## src/rtl/palu_pkg.sv

```systemverilog
// Package for the positional array list unit: payload structs, cell control
// struct, operation and status codes, sizing constants.
// No dependencies.
package palu_pkg;

   localparam int unsigned DEF_CAPACITY   = 32;
   localparam int unsigned DEF_DATA_WIDTH = 32;
   localparam int unsigned MAX_CAPACITY   = 1024;
   localparam int unsigned SLOT_W         = $clog2(MAX_CAPACITY + 1);

   localparam logic [2:0] OP_READ       = 3'd0;
   localparam logic [2:0] OP_INSERT     = 3'd1;
   localparam logic [2:0] OP_APPEND     = 3'd2;
   localparam logic [2:0] OP_ERASE_AT   = 3'd3;
   localparam logic [2:0] OP_ERASE_LAST = 3'd4;

   localparam logic [1:0] ST_OK        = 2'd0;
   localparam logic [1:0] ST_BAD_INDEX = 2'd1;
   localparam logic [1:0] ST_FULL      = 2'd2;
   localparam logic [1:0] ST_EMPTY     = 2'd3;

   typedef struct packed {
      logic [2:0]          operation;
      logic [4:0]          position;
      logic signed [31:0]  value;
   } req_type;

   typedef struct packed {
      logic signed [31:0]  data_out;
      logic [1:0]          status;
      logic [5:0]          length;
   } rsp_type;

   typedef struct packed {
      logic              ins;
      logic              del;
      logic [SLOT_W-1:0] pos;
   } cell_ctrl_type;

endpackage

```

## src/rtl/palu_cell.sv

```systemverilog
// One storage cell of the list row: holds a single entry and takes the
// broadcast word or a neighbour's entry on insert and erase.
// Depends on palu_pkg.
module palu_cell #(
   parameter int unsigned INDEX      = 0,
   parameter int unsigned DATA_WIDTH = palu_pkg::DEF_DATA_WIDTH
) (
   input  logic                    clock,
   input  palu_pkg::cell_ctrl_type ctrl,
   input  logic [DATA_WIDTH-1:0]   wr_data,
   input  logic [DATA_WIDTH-1:0]   left_data,
   input  logic [DATA_WIDTH-1:0]   right_data,
   output logic [DATA_WIDTH-1:0]   data
);

   localparam logic [palu_pkg::SLOT_W-1:0] MY_SLOT = palu_pkg::SLOT_W'(INDEX);

   logic [DATA_WIDTH-1:0] data_ff;
   logic [DATA_WIDTH-1:0] data_in;

   always_comb begin
      data_in = data_ff;
      if (ctrl.ins) begin
         if (MY_SLOT == ctrl.pos) begin
            data_in = wr_data;
         end else if (MY_SLOT > ctrl.pos) begin
            data_in = left_data;
         end
      end else if (ctrl.del) begin
         if (MY_SLOT >= ctrl.pos) begin
            data_in = right_data;
         end
      end
   end

   always_ff @(posedge clock) begin
      data_ff <= data_in;
   end

   assign data = data_ff;

endmodule

```

## src/rtl/positional_array_list_unit.sv

```systemverilog
// Top level of the positional array list unit: row of list cells, count,
// operation decode and registered response.
// Depends on palu_pkg and palu_cell.
// A response is registered, valid in the cycle after its request is accepted.
// Throughput: one transaction per cycle while no response is stalled; the
// row shifts as a whole and the read word is one select across the row.
// Reset clears the entry count and the response valid; entries stay undefined.
module positional_array_list_unit #(
   parameter int unsigned CAPACITY   = palu_pkg::DEF_CAPACITY,
   parameter int unsigned DATA_WIDTH = palu_pkg::DEF_DATA_WIDTH
) (
   input  logic              clock,
   input  logic              reset,
   input  logic              req_valid,
   output logic              req_stall,
   input  palu_pkg::req_type req_data,
   output logic              rsp_valid,
   input  logic              rsp_stall,
   output palu_pkg::rsp_type rsp_data
);

   localparam int unsigned CW   = $clog2(CAPACITY + 1);
   localparam int unsigned IDXW = $clog2(CAPACITY);
   localparam int unsigned SW   = palu_pkg::SLOT_W;

   logic [DATA_WIDTH-1:0]   cell_data [CAPACITY];
   logic [CW-1:0]           count_ff;
   logic [CW-1:0]           count_in;
   logic [CW-1:0]           next_count;
   logic                    rsp_valid_ff;
   logic                    rsp_valid_in;
   palu_pkg::rsp_type       rsp_ff;
   palu_pkg::rsp_type       rsp_in;
   palu_pkg::cell_ctrl_type ctrl;
   logic                    accept;
   logic                    do_ins;
   logic                    do_del;
   logic [SW-1:0]           count_ext;
   logic [SW-1:0]           pos_ext;
   logic [SW-1:0]           ins_pos;
   logic [SW-1:0]           sel;
   logic [DATA_WIDTH-1:0]   rd_word;
   logic [DATA_WIDTH-1:0]   wr_word;
   logic signed [31:0]      rd_out;
   logic                    full;
   logic                    empty;

   assign req_stall = rsp_valid_ff && rsp_stall;
   assign accept    = req_valid && !req_stall;

   assign count_ext = SW'(count_ff);
   assign pos_ext   = SW'(req_data.position);
   assign full      = (count_ff == CW'(CAPACITY));
   assign empty     = (count_ff == '0);
   assign ins_pos   = (req_data.operation == palu_pkg::OP_APPEND) ? count_ext : pos_ext;
   assign sel       = (req_data.operation == palu_pkg::OP_ERASE_LAST) ?
                      (count_ext - SW'(1)) : pos_ext;
   assign rd_word   = cell_data[sel[IDXW-1:0]];
   assign rd_out    = 32'($signed(rd_word));
   assign wr_word   = DATA_WIDTH'(req_data.value);

   always_comb begin
      rsp_in.data_out = '0;
      rsp_in.status   = palu_pkg::ST_OK;
      next_count      = count_ff;
      do_ins          = 1'b0;
      do_del          = 1'b0;
      case (req_data.operation)
         palu_pkg::OP_READ: begin
            if (empty) begin
               rsp_in.status = palu_pkg::ST_EMPTY;
            end else if (pos_ext >= count_ext) begin
               rsp_in.status = palu_pkg::ST_BAD_INDEX;
            end else begin
               rsp_in.data_out = rd_out;
            end
         end
         palu_pkg::OP_INSERT, palu_pkg::OP_APPEND: begin
            if (full) begin
               rsp_in.status = palu_pkg::ST_FULL;
            end else if (ins_pos > count_ext) begin
               rsp_in.status = palu_pkg::ST_BAD_INDEX;
            end else begin
               do_ins     = 1'b1;
               next_count = count_ff + CW'(1);
            end
         end
         palu_pkg::OP_ERASE_AT: begin
            if (empty) begin
               rsp_in.status = palu_pkg::ST_EMPTY;
            end else if (pos_ext >= count_ext) begin
               rsp_in.status = palu_pkg::ST_BAD_INDEX;
            end else begin
               rsp_in.data_out = rd_out;
               do_del          = 1'b1;
               next_count      = count_ff - CW'(1);
            end
         end
         palu_pkg::OP_ERASE_LAST: begin
            if (empty) begin
               rsp_in.status = palu_pkg::ST_EMPTY;
            end else begin
               rsp_in.data_out = rd_out;
               next_count      = count_ff - CW'(1);
            end
         end
         default: begin
            next_count = count_ff;
         end
      endcase
      rsp_in.length = 6'(next_count);
   end

   assign ctrl.ins = accept && do_ins;
   assign ctrl.del = accept && do_del;
   assign ctrl.pos = ins_pos;

   genvar gi;
   generate
      for (gi = 0; gi < CAPACITY; gi++) begin : g_cell
         logic [DATA_WIDTH-1:0] left_data;
         logic [DATA_WIDTH-1:0] right_data;
         if (gi == 0) begin : g_first
            assign left_data = '0;
         end else begin : g_mid_l
            assign left_data = cell_data[gi-1];
         end
         if (gi == CAPACITY - 1) begin : g_last
            assign right_data = '0;
         end else begin : g_mid_r
            assign right_data = cell_data[gi+1];
         end
         palu_cell #(
            .INDEX      (gi),
            .DATA_WIDTH (DATA_WIDTH)
         ) u_cell (
            .clock      (clock),
            .ctrl       (ctrl),
            .wr_data    (wr_word),
            .left_data  (left_data),
            .right_data (right_data),
            .data       (cell_data[gi])
         );
      end
   endgenerate

   assign count_in     = accept ? next_count : count_ff;
   assign rsp_valid_in = accept || (rsp_valid_ff && rsp_stall);

   always_ff @(posedge clock) begin
      if (reset) begin
         count_ff     <= '0;
         rsp_valid_ff <= 1'b0;
      end else begin
         count_ff     <= count_in;
         rsp_valid_ff <= rsp_valid_in;
      end
   end

   always_ff @(posedge clock) begin
      if (accept) begin
         rsp_ff <= rsp_in;
      end
   end

   assign rsp_valid = rsp_valid_ff;
   assign rsp_data  = rsp_ff;

`ifndef SYNTH
   a_count_bound: assert property (@(posedge clock) disable iff (reset)
      count_ff <= CW'(CAPACITY))
      else $error("entry count above capacity");

   a_count_hold: assert property (@(posedge clock) disable iff (reset)
      (!$past(reset) && !$past(accept)) |-> $stable(count_ff))
      else $error("entry count moved without a transaction");

   a_rsp_length: assert property (@(posedge clock) disable iff (reset)
      rsp_valid_ff |-> (rsp_ff.length == 6'(count_ff)))
      else $error("response length differs from entry count");

   a_fail_zero: assert property (@(posedge clock) disable iff (reset)
      (rsp_valid_ff && (rsp_ff.status != palu_pkg::ST_OK)) |-> (rsp_ff.data_out == '0))
      else $error("failed transaction returned data");
`endif

endmodule
```

## config.mk

```make
export PLATFORM = sky130hd
export DESIGN_NAME = positional_array_list_unit
export DESIGN_NICKNAME = d
export VERILOG_FILES = /design/src/rtl/palu_pkg.sv /design/src/rtl/palu_cell.sv /design/src/rtl/positional_array_list_unit.sv
export SDC_FILE = /design/constraint.sdc
export NUM_CORES = 2
export LEC_CHECK = 0
export BUFFER_PORTS_ARGS = -buffer_cell sky130_fd_sc_hd__buf_4
export CORE_MARGIN = 2
export CORE_UTILIZATION = 35
export DETAILED_ROUTE_END_ITERATION = 6
export GPL_ROUTABILITY_DRIVEN = 0
export PLACE_DENSITY_LB_ADDON = 0.2
export SLEW_MARGIN = 20
export SYNTH_ARGS = -nofsm -noshare
export SYNTH_HDL_FRONTEND = slang
export SYNTH_SLANG_ARGS = --single-unit
```

## constraint.sdc

```tcl
create_clock -name clock -period 7.5 [get_ports clock]
set_input_delay 1.5 -clock clock [delete_from_list [all_inputs] [get_ports clock]]
set_output_delay 1.5 -clock clock [all_outputs]
set_load 0.005 [all_outputs]
```

# Word level (Yosys, flattened, before mapping)

Index checks and enable logic that the tools add are counted.

Logic and storage cells: 439
Memories kept: 0
Output and inout bits: 42
Input bits: 44
Register bits: 1071
Bits in writable memories: 0
Latch bits: 0
Memory bits (read-only): 0

Equality and inequality tests: 68
Multiplexer cells: 187
$mul: 0
$add $sub $neg: 3
Div/mod/pow operators: 0
Bitwise logic cells: 1
Reductions and logical operators: 76
Shifts and indexed selects: 0
Order comparisons: 67

Operators by type and width:

| kind                 | number |
|---|---|
| $mux W32             | 165 |
| $bmux W32 S5         | 1 |
| $eq A5 B6 Y1 const A | 16 |
| $ge A5 B6 Y1 const A | 16 |
| $gt A5 B6 Y1 const A | 16 |
| $ne A3 B1 Y1 const B | 32 |
| $reduce_and A3 Y1    | 32 |
| $reduce_bool A2 Y1   | 33 |
| $pmux W32 S2         | 1 |
| $eq A4 B6 Y1 const A | 8 |
| $ge A4 B6 Y1 const A | 8 |
| $gt A4 B6 Y1 const A | 8 |
| $mux W6              | 6 |
| $eq A3 B6 Y1 const A | 4 |
| $ge A3 B6 Y1 const A | 4 |
| $gt A3 B6 Y1 const A | 4 |
| $pmux W6 S3          | 1 |
| $eq A2 B6 Y1 const A | 2 |
| $ge A1 B6 Y1 const A | 2 |
| $ge A2 B6 Y1 const A | 2 |
| $gt A1 B6 Y1 const A | 2 |
| $gt A2 B6 Y1 const A | 2 |
| $logic_not A11 Y1    | 1 |
| $mux W1              | 8 |
| 21 further kinds     | 28 |

# Logic depth before layout (Yosys ltp)

Depth after elaboration: 9
Gate-level depth with buffers: 19
Mapped depth without buffers: 12

# Cells and area by module

Synthesis repeated with hierarchy kept, for this count alone.

Cell total of the unflattened synthesis: 7894
Area total of the unflattened synthesis: 77578.2 µm²

By module, submodules not included:

| module                            | cells each | sequential area each (µm²) | instances | area an instance (µm²) |
|---|---|---|---|---|
| positional_array_list_unit        | 2182       | 1341.3                     | 1         | 12197.9 |
| palu_cell (g_cell[12].u_cell ...) | 109        | 960.9                      | 2         | 1926.8 |
| palu_cell (g_cell[19].u_cell)     | 243        | 960.9                      | 1         | 2542.4 |
| palu_cell (g_cell[27].u_cell)     | 241        | 960.9                      | 1         | 2304.7 |
| palu_cell (g_cell[28].u_cell)     | 241        | 960.9                      | 1         | 2292.2 |
| palu_cell (g_cell[16].u_cell)     | 238        | 960.9                      | 1         | 2263.4 |
| palu_cell (g_cell[29].u_cell)     | 237        | 960.9                      | 1         | 2254.7 |
| palu_cell (g_cell[26].u_cell)     | 234        | 960.9                      | 1         | 2207.1 |
| palu_cell (g_cell[30].u_cell)     | 233        | 960.9                      | 1         | 2194.6 |
| palu_cell (g_cell[24].u_cell)     | 238        | 960.9                      | 1         | 2178.3 |
| palu_cell (g_cell[17].u_cell)     | 237        | 960.9                      | 1         | 2177.1 |
| palu_cell (g_cell[23].u_cell)     | 237        | 960.9                      | 1         | 2173.3 |
| palu_cell (g_cell[31].u_cell)     | 236        | 960.9                      | 1         | 2165.8 |
| palu_cell (g_cell[18].u_cell)     | 236        | 960.9                      | 1         | 2162.1 |
| +18 rows                          | n/a        | n/a                        | n/a       | n/a |

# Worst setup path before layout

Ideal clock, no wire load.

Kind: input port to flip-flop
Start point: input req_data[37] (netlist name)
End point: register g_cell[25].u_cell.data_ff[0] (enable)
Setup slack: -0.166 ns
Stages on the path: 12
Path buffers: 2
Setup time: 0.502 ns
Data required time: 6.998 ns
Data arrival time: 7.164 ns
Path through: buf_2 or3b_1 buf_2 mux2i_2 clkinv_1 ha_1 a21o_1 a21oi_1 a21boi_2 nor2_1 o21ai_1 nor4_1

Cells in the longest elaborated chain, start to end: 9
Elaborated cells on any way between the ends: 19
Classes of those cells: order compare: 3; eq/ne: 5; mux: 5; reduce/logical: 6

Ends and longest elaborated chain:

| what                                                                | line                                                               | source |
|---|---|---|
| from (decl)                                                         | positional_array_list_unit.sv:16                                   | `input palu_pkg::req_type req_data,` |
| $eq A3 B2 Y1                                                        | positional_array_list_unit.sv:55, positional_array_list_unit.sv:68 |  |
| $mux W6                                                             | positional_array_list_unit.sv:55                                   | `assign ins_pos = (req_data.operation == palu_pkg::OP_APPEND) ? count_ext : pos_ext;` |
| $gt A6 B6 Y1                                                        | positional_array_list_unit.sv:81                                   | `end else if (ins_pos > count_ext) begin` |
| $mux W1                                                             | positional_array_list_unit.sv:81                                   |  |
| $mux W1                                                             | positional_array_list_unit.sv:79                                   | `if (full) begin` |
| $mux W1                                                             | positional_array_list_unit.sv:68                                   | `case (req_data.operation)` |
| $logic_and A1 B1 Y1                                                 | positional_array_list_unit.sv:114                                  | `assign ctrl.ins = accept && do_ins;` |
| $ne A3 B1 Y1 (no line) / $reduce_bool A2 Y1 (equally long branches) | n/a                                                                |  |
| $reduce_and A3 Y1 (no line) (*)                                     | n/a                                                                |  |
| to (signal assigned)                                                | palu_cell.sv:37                                                    | `data_ff <= data_in;` |
| to (decl)                                                           | palu_cell.sv:18                                                    | `logic [DATA_WIDTH-1:0] data_ff;` |

Every way passes the cells marked *; elsewhere a longest branch is shown, timed or not.
A chain may end at the register's enable or synchronous reset.

# Worst setup path after layout

Start point: input req_data[39] (netlist name)
End point: register g_cell[18].u_cell.data_ff[16] (enable)

Cells in the longest elaborated chain, start to end: 9
Elaborated cells on any way between the ends: 19
Classes of those cells: order compare: 3; eq/ne: 5; mux: 5; reduce/logical: 6

Ends and longest elaborated chain:

| what                                                                | line |
|---|---|
| $eq A3 B2 Y1                                                        | positional_array_list_unit.sv:55, positional_array_list_unit.sv:68 |
| $mux W6                                                             | positional_array_list_unit.sv:55 |
| $gt A6 B6 Y1                                                        | positional_array_list_unit.sv:81 |
| $mux W1                                                             | positional_array_list_unit.sv:81 |
| $mux W1                                                             | positional_array_list_unit.sv:79 |
| $mux W1                                                             | positional_array_list_unit.sv:68 |
| $logic_and A1 B1 Y1                                                 | positional_array_list_unit.sv:114 |
| $ne A3 B1 Y1 (no line) / $reduce_bool A2 Y1 (equally long branches) | n/a |
| $reduce_and A3 Y1 (no line) (*)                                     | n/a |
| to (signal assigned)                                                | palu_cell.sv:37 |
| to (decl)                                                           | palu_cell.sv:18 |

Marked as above.

==> flow_metrics.tcl <==
set metrics [dict create \
    crit_path_start_kind "input port" \
    violations "DRC" \
    synthToLayoutAreaGrowth_pct 11.7 \
    tritoncts_num_sinks 1071 \
    worst-endpoint-required_ns 7.91 \
    grt_pass1_wl_mm 349 \
    seq_area_frac_synth 0.500 \
    final_critical_delay_including_setup_and_external_delays_ns 5.44 \
    max_freq_ghz 0.184 \
    power.static_leakage_uw 0.0270 \
    std_cell_rows 157 \
    worst_setup_path_end_kind "flop" \
    starting_utilization_of_the_core_area 0.352 \
    post-synth-top-area-fraction 0.497 \
    ys_dominant_reg_cell "sky130_fd_sc_hd__edfxtp_1" \
    yosysTopAreaCell "sky130_fd_sc_hd__edfxtp_1" \
    post-route-drc-count 5 \
    finalMaxSlewViolations 0 \
    synth.ff_latch_count 1071 \
    mapped_nets 5814 \
    drt_pass1_iterations 7 \
    drt_iter0_markers 6050 \
    antenna_found_initial 15 \
    grt_pass1_vias 46000 \
    htree_levels 3 \
    worst_pin_slew_ns 1.20 \
    cts-hold-fix-buffers 0 \
    ys_top_cells_by_area "sky130_fd_sc_hd__edfxtp_1, sky130_fd_sc_hd__mux2i_1, sky130_fd_sc_hd__nand2_1, sky130_fd_sc_hd__o21ai_0, sky130_fd_sc_hd__mux4_2" \
    synthCells 5757 \
    setup_ws_ns 2.06 \
    synth-async-reset-ratio 0 \
    clk_pin_slew_ns 0.06 \
    syn-cell-area_um2 64200 \
    post_cts_resize_count 0 \
    final_nets 5652 \
    maximum_number_of_pins_on_one_net_before_global_route_repair 158 \
    synth.yosys.warnings 0 \
    crit_type "input port to flop" \
    drt.antenna.violating_nets 0 \
    rsz_0062_raised_after_global_routing "no" \
    place_ws_ns 1.41 \
    powerDensity_nw_per_um2 206 \
    drt-total-wl_mm 248 \
    fill_cells 17700 \
    vias_per_cell 6.03 \
    ys_types 76 \
    insertion_delay_ns 0.79 \
    floorplan.io_pins 86 \
    timing_hold_violations_final 0 \
    drive_gt1_frac 0.134 \
    min_period_over_period 0.725 \
    fin_setup_tns_ns 0 \
    worstHoldPathType "flop to flop" \
    synthMostInstantiatedCell "sky130_fd_sc_hd__mux2i_1" \
    cts_buffer_depth 3 \
    ir_worst_vdd_mv 0.202 \
    synthesis.area_per_instance_um2 11.2 \
    grt-ovfl-total 0 \
    wl_per_cell_um 30.7 \
    track_usage 0.259 \
    cts_buffers 121 \
    clock_tree.root_cell "sky130_fd_sc_hd__clkbuf_16" \
    maxSlewHeadroom 0.203 \
    via_count 48800 \
    synth_top_cells_by_count "sky130_fd_sc_hd__mux2i_1, sky130_fd_sc_hd__nand2_1, sky130_fd_sc_hd__edfxtp_1, sky130_fd_sc_hd__o21ai_0, sky130_fd_sc_hd__clkbuf_1" \
    post-cts-setup-buffer-count 0 \
    timing.critical_path.fanout_max 27 \
    crit_arrival_ns 5.85 \
    tritoncts "yes" \
    die_y_um 432 \
    outcome "complete, but fails checks" \
    die_w_um 432 \
    post-dp-hpwl_mm 152 \
    clock_skew_ns 0.0278 \
    post_synth_edffs 1064 \
    cap_violations 0 \
    port_buffers 85 \
    core_um2 183000 \
    floorplan.die_area_um2 187000 \
    setup-violations-final 0 \
]
area by class of cell:
cell class	instances	area, µm²	share of cell area
Sequential cell	1071	32100	0.447
Multi-Input combinational cell	4116	30100	0.420
Clock buffer	146	3190	0.0444
Tap cell	2385	2980	0.0416
Timing Repair Buffer	264	2540	0.0354
Clock inverter	83	731	0.0102
Inverter	21	80.1	0.00112
Antenna cell	6	15.0	0.000209
worst max-delay path: stages:
cell                       delay (ns)
sky130_fd_sc_hd__buf_4           0.16
sky130_fd_sc_hd__or3b_1          0.56
sky130_fd_sc_hd__mux2i_4         0.40
sky130_fd_sc_hd__inv_2           0.15
sky130_fd_sc_hd__ha_1            0.31
sky130_fd_sc_hd__nor2b_1         0.13
sky130_fd_sc_hd__o21ai_0         0.29
sky130_fd_sc_hd__a21boi_2        0.17
sky130_fd_sc_hd__nor2_1          0.14
sky130_fd_sc_hd__buf_4           0.17
sky130_fd_sc_hd__o21ai_4         0.08
sky130_fd_sc_hd__buf_12          0.21
sky130_fd_sc_hd__nor2_4          0.91
sky130_fd_sc_hd__buf_4           0.57
metal layers:
layer | routed length (µm) | part of all wire | vias up | GRT usage
li1 | - | - | 21200 | -
met1 | 109000 | 0.44 | 24800 | 0.374
met2 | 108000 | 0.44 | 2399 | 0.386
met3 | 23300 | 0.094 | 423 | 0.0582
met4 | 7640 | 0.031 | 4 | 0.0760
met5 | 27 | 0.00011 | - | 0
stage by stage:
stage / util / instances / total power, µW / cell area [µm²] / hold slack (ns)
floorplan: - / 5757 / 8110 / 64200 / 0.516
global placement: 0.371 / 7853 / 8770 / 67700 / 0.530
detailed placement: 0.371 / 7856 / 8790 / 67800 / 0.541
CTS: 0.393 / 8085 / 14800 / 71700 / 0.551
global route: 0.393 / 8091 / 15200 / 71800 / 0.578
finish: 0.393 / 8092 / 14800 / 71800 / 0.552
layout by cell type (no fill, tap or decap), types with 7 or more instances in the layout:
| master | instances |
|---|---|
| sky130_fd_sc_hd__nand2_4 | 7 |
| sky130_fd_sc_hd__o21ai_0 | 843 |
| sky130_fd_sc_hd__nor2b_1 | 31 |
| sky130_fd_sc_hd__edfxtp_1 | 1064 |
| sky130_fd_sc_hd__bufinv_16 | 12 |
| sky130_fd_sc_hd__mux4_2 | 183 |
| sky130_fd_sc_hd__dfxtp_1 | 7 |
| sky130_fd_sc_hd__a21oi_1 | 57 |
| sky130_fd_sc_hd__a22oi_1 | 62 |
| sky130_fd_sc_hd__inv_1 | 12 |
| sky130_fd_sc_hd__buf_12 | 40 |
| sky130_fd_sc_hd__buf_4 | 221 |
| sky130_fd_sc_hd__nor2_4 | 29 |
| sky130_fd_sc_hd__o22ai_1 | 31 |
| sky130_fd_sc_hd__and2_1 | 31 |
| sky130_fd_sc_hd__mux2i_1 | 1156 |
| sky130_fd_sc_hd__mux4_1 | 10 |
| sky130_fd_sc_hd__mux2_2 | 37 |
| sky130_fd_sc_hd__nand3_1 | 40 |
| sky130_fd_sc_hd__a22o_1 | 33 |
| sky130_fd_sc_hd__nand2_1 | 1148 |
| sky130_fd_sc_hd__nor2_1 | 71 |
| sky130_fd_sc_hd__clkbuf_16 | 124 |
| sky130_fd_sc_hd__nor3_1 | 14 |
| sky130_fd_sc_hd__a21oi_4 | 12 |
| sky130_fd_sc_hd__ha_1 | 12 |
| sky130_fd_sc_hd__a2111oi_1 | 10 |
| sky130_fd_sc_hd__o21ai_1 | 101 |
| sky130_fd_sc_hd__clkbuf_1 | 22 |
| sky130_fd_sc_hd__nand4_1 | 36 |
| sky130_fd_sc_hd__clkinv_1 | 38 |
| sky130_fd_sc_hd__a2111oi_0 | 18 |
| sky130_fd_sc_hd__clkinv_2 | 27 |
| sky130_fd_sc_hd__a31oi_1 | 36 |
path summary, 6_finish.rpt:
check	end	startpoint	slack (ns)	cells after the start
setup / recovery	g_cell[18].u_cell.data[16]$_DFFE_PP_	req_data[39]	2.06	14
hold / removal	g_cell[30].u_cell.data[29]$_DFFE_PP_	g_cell[31].u_cell.data[29]$_SDFFCE_PP0P_	0.55	2
setup reg to reg	rsp_data[11]$_DFFE_PP_	count_ff[0]$_SDFFE_PP0P_	2.39	11
hold reg to reg	g_cell[30].u_cell.data[29]$_DFFE_PP_	g_cell[31].u_cell.data[29]$_SDFFCE_PP0P_	0.55	2
sequential cells by signal, indices dropped and copies added (netlist names):
register,flops
g_cell.u_cell.data,1024
rsp_data,40
count_ff,6
rsp_valid,1
power breakdown:
group          internal (µW)  switching (µW)
clock network           3420            2660
registers               6760             114
logic                    647            1170
total                  10800            3950
kinds of logic (layout without fill, tap and decap cells):
logic type,after synthesis,count (layout),share of synthesized area
buffers and inverters,570,514,0.0407
and+or+nand+nor,1467,1467,0.0944
adders and majority gates,13,13,0.00253
xor gates and xnor gates,8,8,0.00109
muxes,1389,1389,0.256
AOI/OAI and AO/OA,1239,1239,0.106
other,0,6,0
DFF,1071,1071,0.500
Note: power is estimated with default switching activity, not from simulation.
